[src/hw/rtl/fsed_pkg.sv]
// shared types and constants of the frame select-every decimator
`default_nettype none

package fsed_pkg;

  localparam int GROUP_W   = 9;
  localparam int PICK_W    = 8;
  localparam int POS_W     = 8;
  localparam int ID_W      = 32;
  localparam int STAMP_W   = 62;
  localparam int FDUR_W    = 32;
  localparam int SUM_W     = 48;
  localparam int PROD_W    = SUM_W + GROUP_W;
  localparam int DIVISOR_W = POS_W + 1;
  localparam int CNT_W     = $clog2(PROD_W);

  // input transaction kinds
  localparam logic FUNC_FRAME = 1'b0;
  localparam logic FUNC_FLUSH = 1'b1;

  typedef enum logic {
    CFG_GROUP_SIZE    = 1'b0,
    CFG_PICK_POSITION = 1'b1
  } cfg_idx_t;

  typedef struct packed {
    logic                 start;
    logic [PROD_W-1:0]    dividend;
    logic [DIVISOR_W-1:0] divisor;
  } div_req_t;

  typedef struct packed {
    logic              done;
    logic [PROD_W-1:0] quotient;
  } div_rsp_t;

endpackage

`default_nettype wire

[src/hw/rtl/fsed_div.sv]
// restoring radix-2 divider, one quotient bit per cycle
`default_nettype none

module fsed_div
  import fsed_pkg::*;
(
  input  wire logic     clk,
  input  wire logic     rst_n,
  input  wire div_req_t req,
  output div_rsp_t      rsp
);

  localparam logic [CNT_W-1:0] CNT_LAST = CNT_W'(PROD_W - 1);

  logic                 busy_r, busy_nxt;
  logic                 done_r, done_nxt;
  logic [CNT_W-1:0]     cnt_r, cnt_nxt;
  logic [DIVISOR_W-1:0] rem_r, rem_nxt;
  logic [DIVISOR_W-1:0] dvsr_r, dvsr_nxt;
  logic [PROD_W-1:0]    quo_r, quo_nxt;

  logic [DIVISOR_W:0]   rem_shift;
  logic [DIVISOR_W:0]   rem_sub;
  logic                 fits;

  assign rem_shift = {rem_r, quo_r[PROD_W-1]};
  assign rem_sub   = rem_shift - {1'b0, dvsr_r};
  assign fits      = rem_shift >= {1'b0, dvsr_r};

  always_comb begin
    busy_nxt = busy_r;
    done_nxt = 1'b0;
    cnt_nxt  = cnt_r;
    rem_nxt  = rem_r;
    dvsr_nxt = dvsr_r;
    quo_nxt  = quo_r;
    if (req.start) begin
      busy_nxt = 1'b1;
      cnt_nxt  = CNT_LAST;
      rem_nxt  = '0;
      dvsr_nxt = req.divisor;
      quo_nxt  = req.dividend;
    end else if (busy_r) begin
      // remainder stays below the divisor, so it fits the low bits
      rem_nxt = fits ? rem_sub[DIVISOR_W-1:0] : rem_shift[DIVISOR_W-1:0];
      quo_nxt = {quo_r[PROD_W-2:0], fits};
      if (cnt_r == '0) begin
        busy_nxt = 1'b0;
        done_nxt = 1'b1;
      end else begin
        cnt_nxt = cnt_r - CNT_W'(1);
      end
    end
  end

  always_ff @(posedge clk) begin
    cnt_r  <= cnt_nxt;
    rem_r  <= rem_nxt;
    dvsr_r <= dvsr_nxt;
    quo_r  <= quo_nxt;
    if (!rst_n) begin
      busy_r <= 1'b0;
      done_r <= 1'b0;
    end else begin
      busy_r <= busy_nxt;
      done_r <= done_nxt;
    end
  end

  assign rsp.done     = done_r;
  assign rsp.quotient = quo_r;

endmodule

`default_nettype wire

[src/hw/rtl/frame_select_every_decimator_unit.sv]
// top level of the frame select-every decimator
//
//  channel | direction | handshake          | payload
//  --------+-----------+--------------------+---------------------------------------------
//  in      | sink      | in_valid/in_stall  | func, frame_id, time_stamp, frame_duration
//  out     | source    | out_valid/out_stall| out_frame_id, out_time_stamp, out_duration
//  cfg     | sink      | cfg_we             | cfg_index, cfg_data (group_size, pick_position)
//
// a normal frame's result goes straight into the output register
// a flush that emits starts the bit-serial divider (duration_sum * size over position + 1)
//   when it is taken; once done is seen, the result is loaded into the output register
//   when that is free, and only then is the next transaction taken
// a flush that emits nothing leaves the state machine idle
// reset is synchronous and clears the group state and restores the register defaults
// the input stalls while a flush divides or waits for the output register, and while a held result is itself stalled
`default_nettype none

module frame_select_every_decimator_unit
  import fsed_pkg::*;
(
  input  wire logic               clk,
  input  wire logic               rst_n,
  // configuration
  input  wire logic               cfg_we,
  input  wire logic               cfg_index,
  input  wire logic [GROUP_W-1:0] cfg_data,
  // input transactions
  input  wire logic               in_valid,
  output logic                    in_stall,
  input  wire logic               in_func,
  input  wire logic [ID_W-1:0]    in_frame_id,
  input  wire logic [STAMP_W-1:0] in_time_stamp,
  input  wire logic [FDUR_W-1:0]  in_frame_duration,
  // result transactions
  output logic                    out_valid,
  input  wire logic               out_stall,
  output logic [ID_W-1:0]         out_frame_id,
  output logic [STAMP_W-1:0]      out_time_stamp,
  output logic [SUM_W-1:0]        out_duration
);

  typedef enum logic [1:0] {
    ST_IDLE,
    ST_DIV,
    ST_WAIT
  } state_t;

  state_t              state_r, state_nxt;

  // configuration
  logic [GROUP_W-1:0]  group_size_r, group_size_nxt;
  logic [PICK_W-1:0]   pick_position_r, pick_position_nxt;

  // group state
  logic [POS_W-1:0]    group_position_r, group_position_nxt;
  logic [SUM_W-1:0]    duration_sum_r, duration_sum_nxt;
  logic [STAMP_W-1:0]  group_start_stamp_r, group_start_stamp_nxt;
  logic                stamp_valid_r, stamp_valid_nxt;
  logic [ID_W-1:0]     kept_frame_id_r, kept_frame_id_nxt;

  // flush result id held while dividing
  logic [ID_W-1:0]     flush_id_r, flush_id_nxt;

  // output register
  logic                out_valid_r, out_valid_nxt;
  logic [ID_W-1:0]     out_frame_id_r, out_frame_id_nxt;
  logic [STAMP_W-1:0]  out_time_stamp_r, out_time_stamp_nxt;
  logic [SUM_W-1:0]    out_duration_r, out_duration_nxt;

  logic [GROUP_W-1:0]  size;
  logic [GROUP_W-1:0]  size_m1;
  logic [POS_W-1:0]    last;
  logic [GROUP_W-1:0]  half;
  logic                flush_ok;
  logic                group_end;
  logic                out_free;
  logic                accept;

  logic [SUM_W:0]      sum_ext;
  logic [SUM_W-1:0]    sum_sat;
  logic [STAMP_W-1:0]  stamp_upd;
  logic [ID_W-1:0]     kept_upd;
  logic [PROD_W-1:0]   product;

  div_req_t            div_req;
  div_rsp_t            div_rsp;

  // effective group size: zero acts as one, above 256 acts as 256
  always_comb begin
    priority if (group_size_r == '0) begin
      size = GROUP_W'(1);
    end else if (group_size_r > GROUP_W'(256)) begin
      size = GROUP_W'(256);
    end else begin
      size = group_size_r;
    end
  end

  assign size_m1   = size - GROUP_W'(1);
  assign last      = size_m1[POS_W-1:0];
  assign half      = size >> 1;
  assign flush_ok  = (group_position_r < last) && ({1'b0, group_position_r} >= half);
  assign group_end = group_position_r >= last;

  // saturating duration accumulate
  assign sum_ext   = {1'b0, duration_sum_r} + (SUM_W + 1)'(in_frame_duration);
  assign sum_sat   = sum_ext[SUM_W] ? {SUM_W{1'b1}} : sum_ext[SUM_W-1:0];
  assign stamp_upd = stamp_valid_r ? group_start_stamp_r : in_time_stamp;
  assign kept_upd  = (group_position_r == pick_position_r) ? in_frame_id : kept_frame_id_r;

  // scale to a full group, 48 x 9 bits, registered inside the divider
  assign product   = PROD_W'(duration_sum_r) * PROD_W'(size);

  assign out_free  = !out_valid_r || !out_stall;
  assign in_stall  = (state_r != ST_IDLE) || !out_free;
  assign accept    = in_valid && !in_stall;

  always_comb begin
    state_nxt             = state_r;
    group_size_nxt        = group_size_r;
    pick_position_nxt     = pick_position_r;
    group_position_nxt    = group_position_r;
    duration_sum_nxt      = duration_sum_r;
    group_start_stamp_nxt = group_start_stamp_r;
    stamp_valid_nxt       = stamp_valid_r;
    kept_frame_id_nxt     = kept_frame_id_r;
    flush_id_nxt          = flush_id_r;
    out_valid_nxt         = out_valid_r && out_stall;
    out_frame_id_nxt      = out_frame_id_r;
    out_time_stamp_nxt    = out_time_stamp_r;
    out_duration_nxt      = out_duration_r;
    div_req.start         = 1'b0;
    div_req.dividend      = product;
    div_req.divisor       = {1'b0, group_position_r} + DIVISOR_W'(1);

    // the user must write the registers only while idle; the block itself does not enforce this
    if (cfg_we) begin
      unique case (cfg_idx_t'(cfg_index))
        CFG_GROUP_SIZE:    group_size_nxt    = cfg_data;
        CFG_PICK_POSITION: pick_position_nxt = cfg_data[PICK_W-1:0];
      endcase
    end

    unique case (state_r)
      ST_IDLE: begin
        if (accept) begin
          if (in_func == FUNC_FLUSH) begin
            // flush leaves the group untouched
            if (flush_ok) begin
              flush_id_nxt  = (group_position_r < pick_position_r) ? in_frame_id
                                                                    : kept_frame_id_r;
              div_req.start = 1'b1;
              state_nxt     = ST_DIV;
            end
          end else begin
            kept_frame_id_nxt = kept_upd;
            if (group_end) begin
              out_valid_nxt      = 1'b1;
              out_frame_id_nxt   = kept_upd;
              out_time_stamp_nxt = stamp_upd;
              out_duration_nxt   = sum_sat;
              group_position_nxt = '0;
              duration_sum_nxt   = '0;
              stamp_valid_nxt    = 1'b0;
              group_start_stamp_nxt = stamp_upd;
            end else begin
              group_position_nxt    = group_position_r + POS_W'(1);
              duration_sum_nxt      = sum_sat;
              group_start_stamp_nxt = stamp_upd;
              stamp_valid_nxt       = 1'b1;
            end
          end
        end
      end
      ST_DIV: begin
        if (div_rsp.done) begin
          state_nxt = ST_WAIT;
        end
      end
      ST_WAIT: begin
        // quotient holds until the next start
        if (out_free) begin
          out_valid_nxt      = 1'b1;
          out_frame_id_nxt   = flush_id_r;
          out_time_stamp_nxt = group_start_stamp_r;
          out_duration_nxt   = (|div_rsp.quotient[PROD_W-1:SUM_W]) ? {SUM_W{1'b1}}
                                                                   : div_rsp.quotient[SUM_W-1:0];
          state_nxt          = ST_IDLE;
        end
      end
      default: begin
        state_nxt = ST_IDLE;
      end
    endcase
  end

  always_ff @(posedge clk) begin
    flush_id_r       <= flush_id_nxt;
    out_frame_id_r   <= out_frame_id_nxt;
    out_time_stamp_r <= out_time_stamp_nxt;
    out_duration_r   <= out_duration_nxt;
    if (!rst_n) begin
      state_r             <= ST_IDLE;
      group_size_r        <= GROUP_W'(1);
      pick_position_r     <= '0;
      group_position_r    <= '0;
      duration_sum_r      <= '0;
      group_start_stamp_r <= '0;
      stamp_valid_r       <= 1'b0;
      kept_frame_id_r     <= '0;
      out_valid_r         <= 1'b0;
    end else begin
      state_r             <= state_nxt;
      group_size_r        <= group_size_nxt;
      pick_position_r     <= pick_position_nxt;
      group_position_r    <= group_position_nxt;
      duration_sum_r      <= duration_sum_nxt;
      group_start_stamp_r <= group_start_stamp_nxt;
      stamp_valid_r       <= stamp_valid_nxt;
      kept_frame_id_r     <= kept_frame_id_nxt;
      out_valid_r         <= out_valid_nxt;
    end
  end

  fsed_div u_div (
    .clk   (clk),
    .rst_n (rst_n),
    .req   (div_req),
    .rsp   (div_rsp)
  );

  assign out_valid      = out_valid_r;
  assign out_frame_id   = out_frame_id_r;
  assign out_time_stamp = out_time_stamp_r;
  assign out_duration   = out_duration_r;

  // divider finishes only while the sequencer waits for it
  a_done_in_div: assert property (@(posedge clk) disable iff (!rst_n)
    div_rsp.done |-> state_r == ST_DIV)
    else $error("divider done outside divide state");

  // a normal frame that closes a group clears the group state
  a_group_clear: assert property (@(posedge clk) disable iff (!rst_n)
    (accept && in_func == FUNC_FRAME && group_end) |=> (group_position_r == '0
                                           && !stamp_valid_r && duration_sum_r == '0))
    else $error("group state not cleared at group end");

  // flush never changes the group state
  a_flush_stable: assert property (@(posedge clk) disable iff (!rst_n)
    (accept && in_func == FUNC_FLUSH) |=> ($stable(duration_sum_r)
                             && $stable(group_position_r) && $stable(kept_frame_id_r)))
    else $error("flush changed group state");

  // a finished flush always lands in the output register
  a_flush_out: assert property (@(posedge clk) disable iff (!rst_n)
    (state_r == ST_WAIT && out_free) |=> (out_valid_r && state_r == ST_IDLE))
    else $error("flush result not loaded");

endmodule

`default_nettype wire

[config.mk]
export PLATFORM = sky130hd
export DESIGN_NAME = frame_select_every_decimator_unit
export DESIGN_NICKNAME = d
export VERILOG_FILES = /design/src/hw/rtl/fsed_pkg.sv /design/src/hw/rtl/fsed_div.sv /design/src/hw/rtl/frame_select_every_decimator_unit.sv
export SDC_FILE = /design/constraint.sdc
export NUM_CORES = 2
export LEC_CHECK = 0
export BUFFER_PORTS_ARGS = -buffer_cell sky130_fd_sc_hd__buf_2
export CORE_ASPECT_RATIO = 0.5
export CORE_MARGIN = 1
export CORE_UTILIZATION = 49
export DETAILED_ROUTE_END_ITERATION = 12
export GPL_TIMING_DRIVEN = 0
export PLACE_DENSITY_LB_ADDON = 0.08
export SLEW_MARGIN = 25
export SYNTH_ARGS = -nofsm -noshare
export SYNTH_HDL_FRONTEND = slang
export SYNTH_HIERARCHICAL = 1
export SYNTH_SLANG_ARGS = --single-unit
[constraint.sdc]
create_clock -name clk -period 15.3 [get_ports clk]
set_clock_uncertainty 0.15 [all_clocks]
set_input_delay 0.765 -clock clk [delete_from_list [all_inputs] [get_ports clk]]
set_output_delay 0.765 -clock clk [all_outputs]
set_load 0.03 [all_outputs]
After elaboration in Yosys (flattened, before gate mapping)
Index checks and enable logic that the tools add are counted.

Flip-flop bits (word level): 428. Bits of input ports: 142. Output and inout bits: 144. Word-level logic and storage cells: 118.

Add/subtract/negate cells: 6. Multiply operators: 1. Order comparisons: 6. Equality and inequality tests: 10. Muxes and demuxes: 47. Bitwise operators: 5. Reductions and logical operators: 24.

Operators by type and width (count): 2-to-1 mux 48 bit (7); 2-to-1 mux 62 bit (5); 2-to-1 mux 32 bit (6); one-hot mux 62 bit (2 select lines) (1); 2-to-1 mux 57 bit (2); one-hot mux 48 bit (2 select lines) (1); one-hot mux 32 bit (2 select lines) (1); multiplier 48 x 9 -> 57 bit (1); adder 48 x 32 -> 49 bit (1); 2-to-1 mux 9 bit (3); greater-or-equal comparator 8 bit (2); < comparator 8 bit (2); 2-to-1 mux 1 bit (13); != test 2 bit (second input constant) (6); greater-or-equal comparator 10 x 9 -> 1 bit (1); 2-to-1 mux 2 bit (5); AND reduction 5 bit (2); adder 8 x 1 -> 9 bit (second input constant) (1); > comparator 9 bit (second input constant) (1); logical NOT 9 bit (1); OR reduction 9 bit (1); subtractor 9 bit (1); adder 8 x 1 -> 8 bit (second input constant) (1); == test 8 bit (1); 19 further kinds (33).

Depth between registers and ports, before layout
Word-level depth: 11. Mapped depth: 28. Gate-level depth less buffers: 26.

Cells and area by module
Netlist, hierarchy kept.

By module, submodules not included: frame_select_every_decimator_unit (times used 1, cells each 3334, area an instance 30289.0 µm², sequential area each 8648.3 µm²); fsed_div (times used 1, cells each 281, area an instance 3913.8 µm², sequential area each 2322.2 µm²).

Least setup slack after synthesis
Ideal clock, no wire load.

Path type: register -> register. From: register group_size_r[1]. To: register out_duration_r[0], in the netlist out_duration[0] (enable). Setup time: 692 ps. Arrival time: 10140 ps. Data required time: 14458 ps. Slack: 4317 ps. Stages on the path, launching flop included: 17. Clock period less this slack: 10983 ps. Cell sequence: dfxtp_1 > or4_1 > nor4_1 > nor2_1 > nor2_1 > clkbuf_1 > inv_1 > ha_1 > nand3_1 > nor3_1 > xnor2_1 > ha_1 > nand4_1 > o21ai_1 > nor2_1 > clkbuf_1 > o22ai_1.

Word-level cells in the longest chain between the ends: 7. Elaborated cells on any way between the ends: 8. Those cells by class: add/sub: 1; order compare: 2; eq/ne: 1; mux: 2; reduce/logical: 2.

RTL lines: start, declared (line frame_select_every_decimator_unit.sv:51) `logic [GROUP_W-1:0] group_size_r, group_size_nxt;`; start signal, assigned (line frame_select_every_decimator_unit.sv:214) `group_size_r <= group_size_nxt;`; > comparator 9 bit (line frame_select_every_decimator_unit.sv:92) `end else if (group_size_r > GROUP_W'(256)) begin`; 2-to-1 mux 9 bit (line frame_select_every_decimator_unit.sv:92); 2-to-1 mux 9 bit (*) (line frame_select_every_decimator_unit.sv:90) `priority if (group_size_r == '0) begin`; subtractor 8 x 1 -> 8 bit (*) (line frame_select_every_decimator_unit.sv:99) `assign size_m1 = size - GROUP_W'(1);`; greater-or-equal comparator 8 bit (*) (line frame_select_every_decimator_unit.sv:103) `assign group_end = group_position_r >= last;`; != test 2 bit (no source line) (*); AND reduction 5 bit (no source line) (*); end signal, assigned (line frame_select_every_decimator_unit.sv:201) `out_duration_r <= out_duration_nxt;`; end, declared (line frame_select_every_decimator_unit.sv:68) `logic [SUM_W-1:0] out_duration_r, out_duration_nxt;`.

Every way passes the cells marked *; elsewhere a longest branch is shown, timed or not. A chain may end at the register's enable or synchronous reset.

==> impl_results.md <==
* Max-cap violations at 0
* Min Hold Slack at approximately 0.26 ns
* Die area at 0.0709 mm²
* Mapped Cells at ~3600
* Synth Area in XOR/XNOR at 0.0277
* Io pins at around 290
* Post-synth EDFFs at 240
* Routed vias at between 20000 and 30000
* Mapped cell area at roughly 0.034 mm²
* Overflow after GRT at 0
* FF-to-FF End: u_div/quo_r[55]$_DFFE_PP_
* Critical path origin: group_size_r[1]$_SDFFE_PN0P_
* Clock transition at path regs at around 0.06 ns
* Total GRT Usage at 0.283
* Hold_buf cts at 0
* Core area at ~0.069 mm²
* Period utilisation layout at 0.594
* Setup WS pre-CTS at approximately 6.4 ns
* DP Area at around 0.037 mm²
* Netlist cell types at about 90
* Rel. slew slack at 0.231
* Min setup slack post-route at about 6.2 ns
* Port buffer count at roughly 290
* Max-slew violations at 0
* Post-Syn Nets at 4227
* Final setup viols at 0
* CTS buffer count at 42
* Area leader, netlist: edfxtp_1
* Fmax at 0.110 GHz
* Global-route wire length before repair at around 150000 µm
* Top cells by count, synth: nand2_1 (664), inv_1 (484), fa_1 (325)
* Setup CP Type: reg2reg
* CP Capture Point: u_div/quo_r[55]$_DFFE_PP_
* Syn-to-layout area delta at 12.5%
* Final ANT Viol Nets at 0
* Leakage power at 0.0172 µW
* RSZ-0062 raised after global routing: false
* Post-CTS setup repair buffer count at 0
* Initial antenna violation count at 8
* Root Driver: clkbuf_16
* Worst reg2reg path depth at 25
* PwrDens at about 87 mW/mm²
* DR iter-0 viols at 2000
* Clock Latency Late Sink at roughly 0.60 ns
* Sequential Area at roughly 0.011 mm²
* Required @ worst endpoint at approximately 16 ns
* Starting Density at 0.496
* Filler instances at approximately 6300
* H-Tree Depth at 2
* Worst setup EP type: flop
* Most common cell in the netlist: nand2_1
* DRC at 0
* Worst hold path type: in2reg
* Maximum clock path buffer count at 3
* Compound-cell area share of the yosys netlist at 0.119
* DRT Wirelength at 99400 µm
* Status: complete, no violations
* Seq cells post-synth at 428
* Vias per cell at 5.44
* Reg-to-reg startpoint: group_size_r[1]$_SDFFE_PN0P_
* Internal reg-to-reg setup slack at between 6 and 7 ns
* DP HPWL at ~77000 µm
* Post-synth ARST share at 0
* Peak VDD IR at around 0.000086 V
* Die height at between 150 and 200 µm
* Adder-cell share of the synthesized area at 0.243
* Post-synthesis simple-gate area fraction at 0.150
* Drt pass-1 iters at 5
* Clk sinks at approximately 430
* Most used DFF post-synth: edfxtp_1
* Layout cells sized above 1 at 0.145
* Worst path arrival time at approximately 9.3 ns
* Sequential fraction of the synthesis area at 0.321
* Critical path startpoint category: flop
* Final worst path period need at between 9 and 10 ns
* Post-route cell area at 0.0385 mm²
* Routability Congestion at between 0.9 and 1
* Horiz. Die Dim at approximately 380 µm
* Synth top area cells: edfxtp_1 (21%), fa_1 (19%), dfxtp_1 (11%)
* CTS tree: done
* Post-synthesis mux area share at 0.0623
* Slew at the pin with the worst max-slew slack at between 1 and 1.5 ns
* Total chip power at 3350 µW
* FP Rows at just under 70
* Ys Warns at 6
* Pin count of the biggest net entering global routing at 33
* Avg Inst Size Synth at between 9 and 10 µm²
* Post-synth top area share at 0.211
* Critical-path maximum fanout at 10
* Combinational family with the most area after synthesis: adder cells
* Final Hold Vio Count at 0
* WL/cell at approximately 20 µm
* Multi-input logic area at approximately 0.02 mm²
* Post-layout net count at around 4600
* Vias in the first global route at about 27000
* Post-CTS Resized at 0
worst min path at each step:
stage | from | end | slack [ns] | cells past startpoint
3_3_place_gp | group_start_stamp_r[28]$_SDFFE_PN0P_ | group_start_stamp_r[28]$_SDFFE_PN0P_ | 0.30 | 2
2_1_floorplan | u_div/cnt_r[4]$_SDFFE_PP1P_ | u_div/done_r$_SDFF_PP0_ | 0.28 | 1
3_5_place_dp | group_start_stamp_r[16]$_SDFFE_PN0P_ | group_start_stamp_r[16]$_SDFFE_PN0P_ | 0.30 | 2
6_report | in_time_stamp[11] | group_start_stamp_r[11]$_SDFFE_PN0P_ | 0.26 | 3
4_1_cts | in_time_stamp[11] | group_start_stamp_r[11]$_SDFFE_PN0P_ | 0.23 | 3
5_1_grt | in_time_stamp[15] | group_start_stamp_r[15]$_SDFFE_PN0P_ | 0.26 | 3
logic make-up after synthesis:
| group | Yosys count |
|---|---|
| buffers and inverters | 699 |
| AOI/OAI and AO/OA | 586 |
| muxes | 194 |
| and+or+nand+nor | 1130 |
| xor gates and xnor gates | 108 |
| adders and majority gates | 470 |
| DFF | 428 |
layout by cell type (no fill, tap or decap), types with 8 or more instances in the layout:
master | Yosys | final
a211oi_1 | 14 | 14
a21boi_0 | 124 | 124
a21o_1 | 55 | 55
a21oi_1 | 125 | 125
a221o_1 | 8 | 8
a31oi_1 | 11 | 11
and2_1 | 146 | 146
and3_1 | 20 | 20
buf_1 | 37 | 37
buf_16 | 0 | 8
buf_2 | 7 | 299
clkbuf_1 | 168 | 177
clkbuf_16 | 0 | 44
dfxtp_1 | 188 | 188
edfxtp_1 | 240 | 240
fa_1 | 325 | 325
ha_1 | 145 | 145
inv_1 | 484 | 484
mux2_2 | 152 | 152
mux2i_1 | 42 | 42
nand2_1 | 664 | 664
nand2b_1 | 16 | 16
nand3_1 | 44 | 44
nand4_1 | 20 | 20
nor2_1 | 121 | 120
nor2b_1 | 21 | 21
nor3_1 | 25 | 24
o21a_1 | 9 | 9
o21ai_0 | 108 | 108
o21bai_1 | 19 | 19
o22a_1 | 23 | 23
or3_1 | 9 | 9
xnor2_1 | 71 | 71
xor2_1 | 37 | 37
critical path, cell delays in order (launching register included):
cell and delay (ns):
dfxtp_1 0.35, or4_1 0.58, nor4_1 0.32, nor2_1 0.09, nor2_1 0.59, clkbuf_1 0.52, nand2_1 0.16, fa_1 0.57
inv_1 0.06, fa_1 0.47, fa_1 0.50, inv_1 0.06, fa_1 0.53, inv_1 0.04, ha_1 0.41, nand2_1 0.10
nor2_1 0.47, nand2_1 0.13, o211ai_2 0.39, a221oi_1 0.22, o31ai_1 0.53, nor3b_2 0.72, a21oi_1 0.28, o21ai_1 0.24
xor2_1 0.09, mux2_2 0.27
where the power goes:
part | switching (µW) | internal, µW | leakage (µW)
clock network | 495 | 562 | 0.000654
registers | 53.5 | 1350 | 0.00375
logic | 556 | 341 | 0.0128
state kept, by name (all words and copies together), names as in the netlist, 32 cells and up:
register / cells
out_time_stamp: 62
kept_frame_id_r: 32
out_duration: 48
group_start_stamp_r: 62
u_div/quo_r: 57
duration_sum_r: 48
flush_id_r: 32
out_frame_id: 32
final cells by class:
cell class	instances	area share
diodes	3	0.000195
plain buffers	215	0.0218
clock buffers	60	0.0317
clock inverters	13	0.00296
inverters	484	0.0472
multi-input cells	2488	0.536
flip-flops and latches	428	0.285
well taps	945	0.0307
repair buffers	303	0.0448
routing by layer:
metal,vias up,part of all wire,track usage
met2,791,0.45,0.453
li1,12500,-,-
met1,13400,0.45,0.392
met3,134,0.076,0.0624
met4,10,0.022,0.0656
met5,-,0.00064,0
per-stage QoR:
step	util	cells	setup TNS [ns]
2_1_floorplan	-	3615	0
3_3_place_gp	0.533	4845	-219.38
3_5_place_dp	0.538	4863	0
4_1_cts	0.558	4936	0
5_1_grt	0.558	4936	0
6_report	0.558	4939	0
Power figures use the tool's default switching activity.
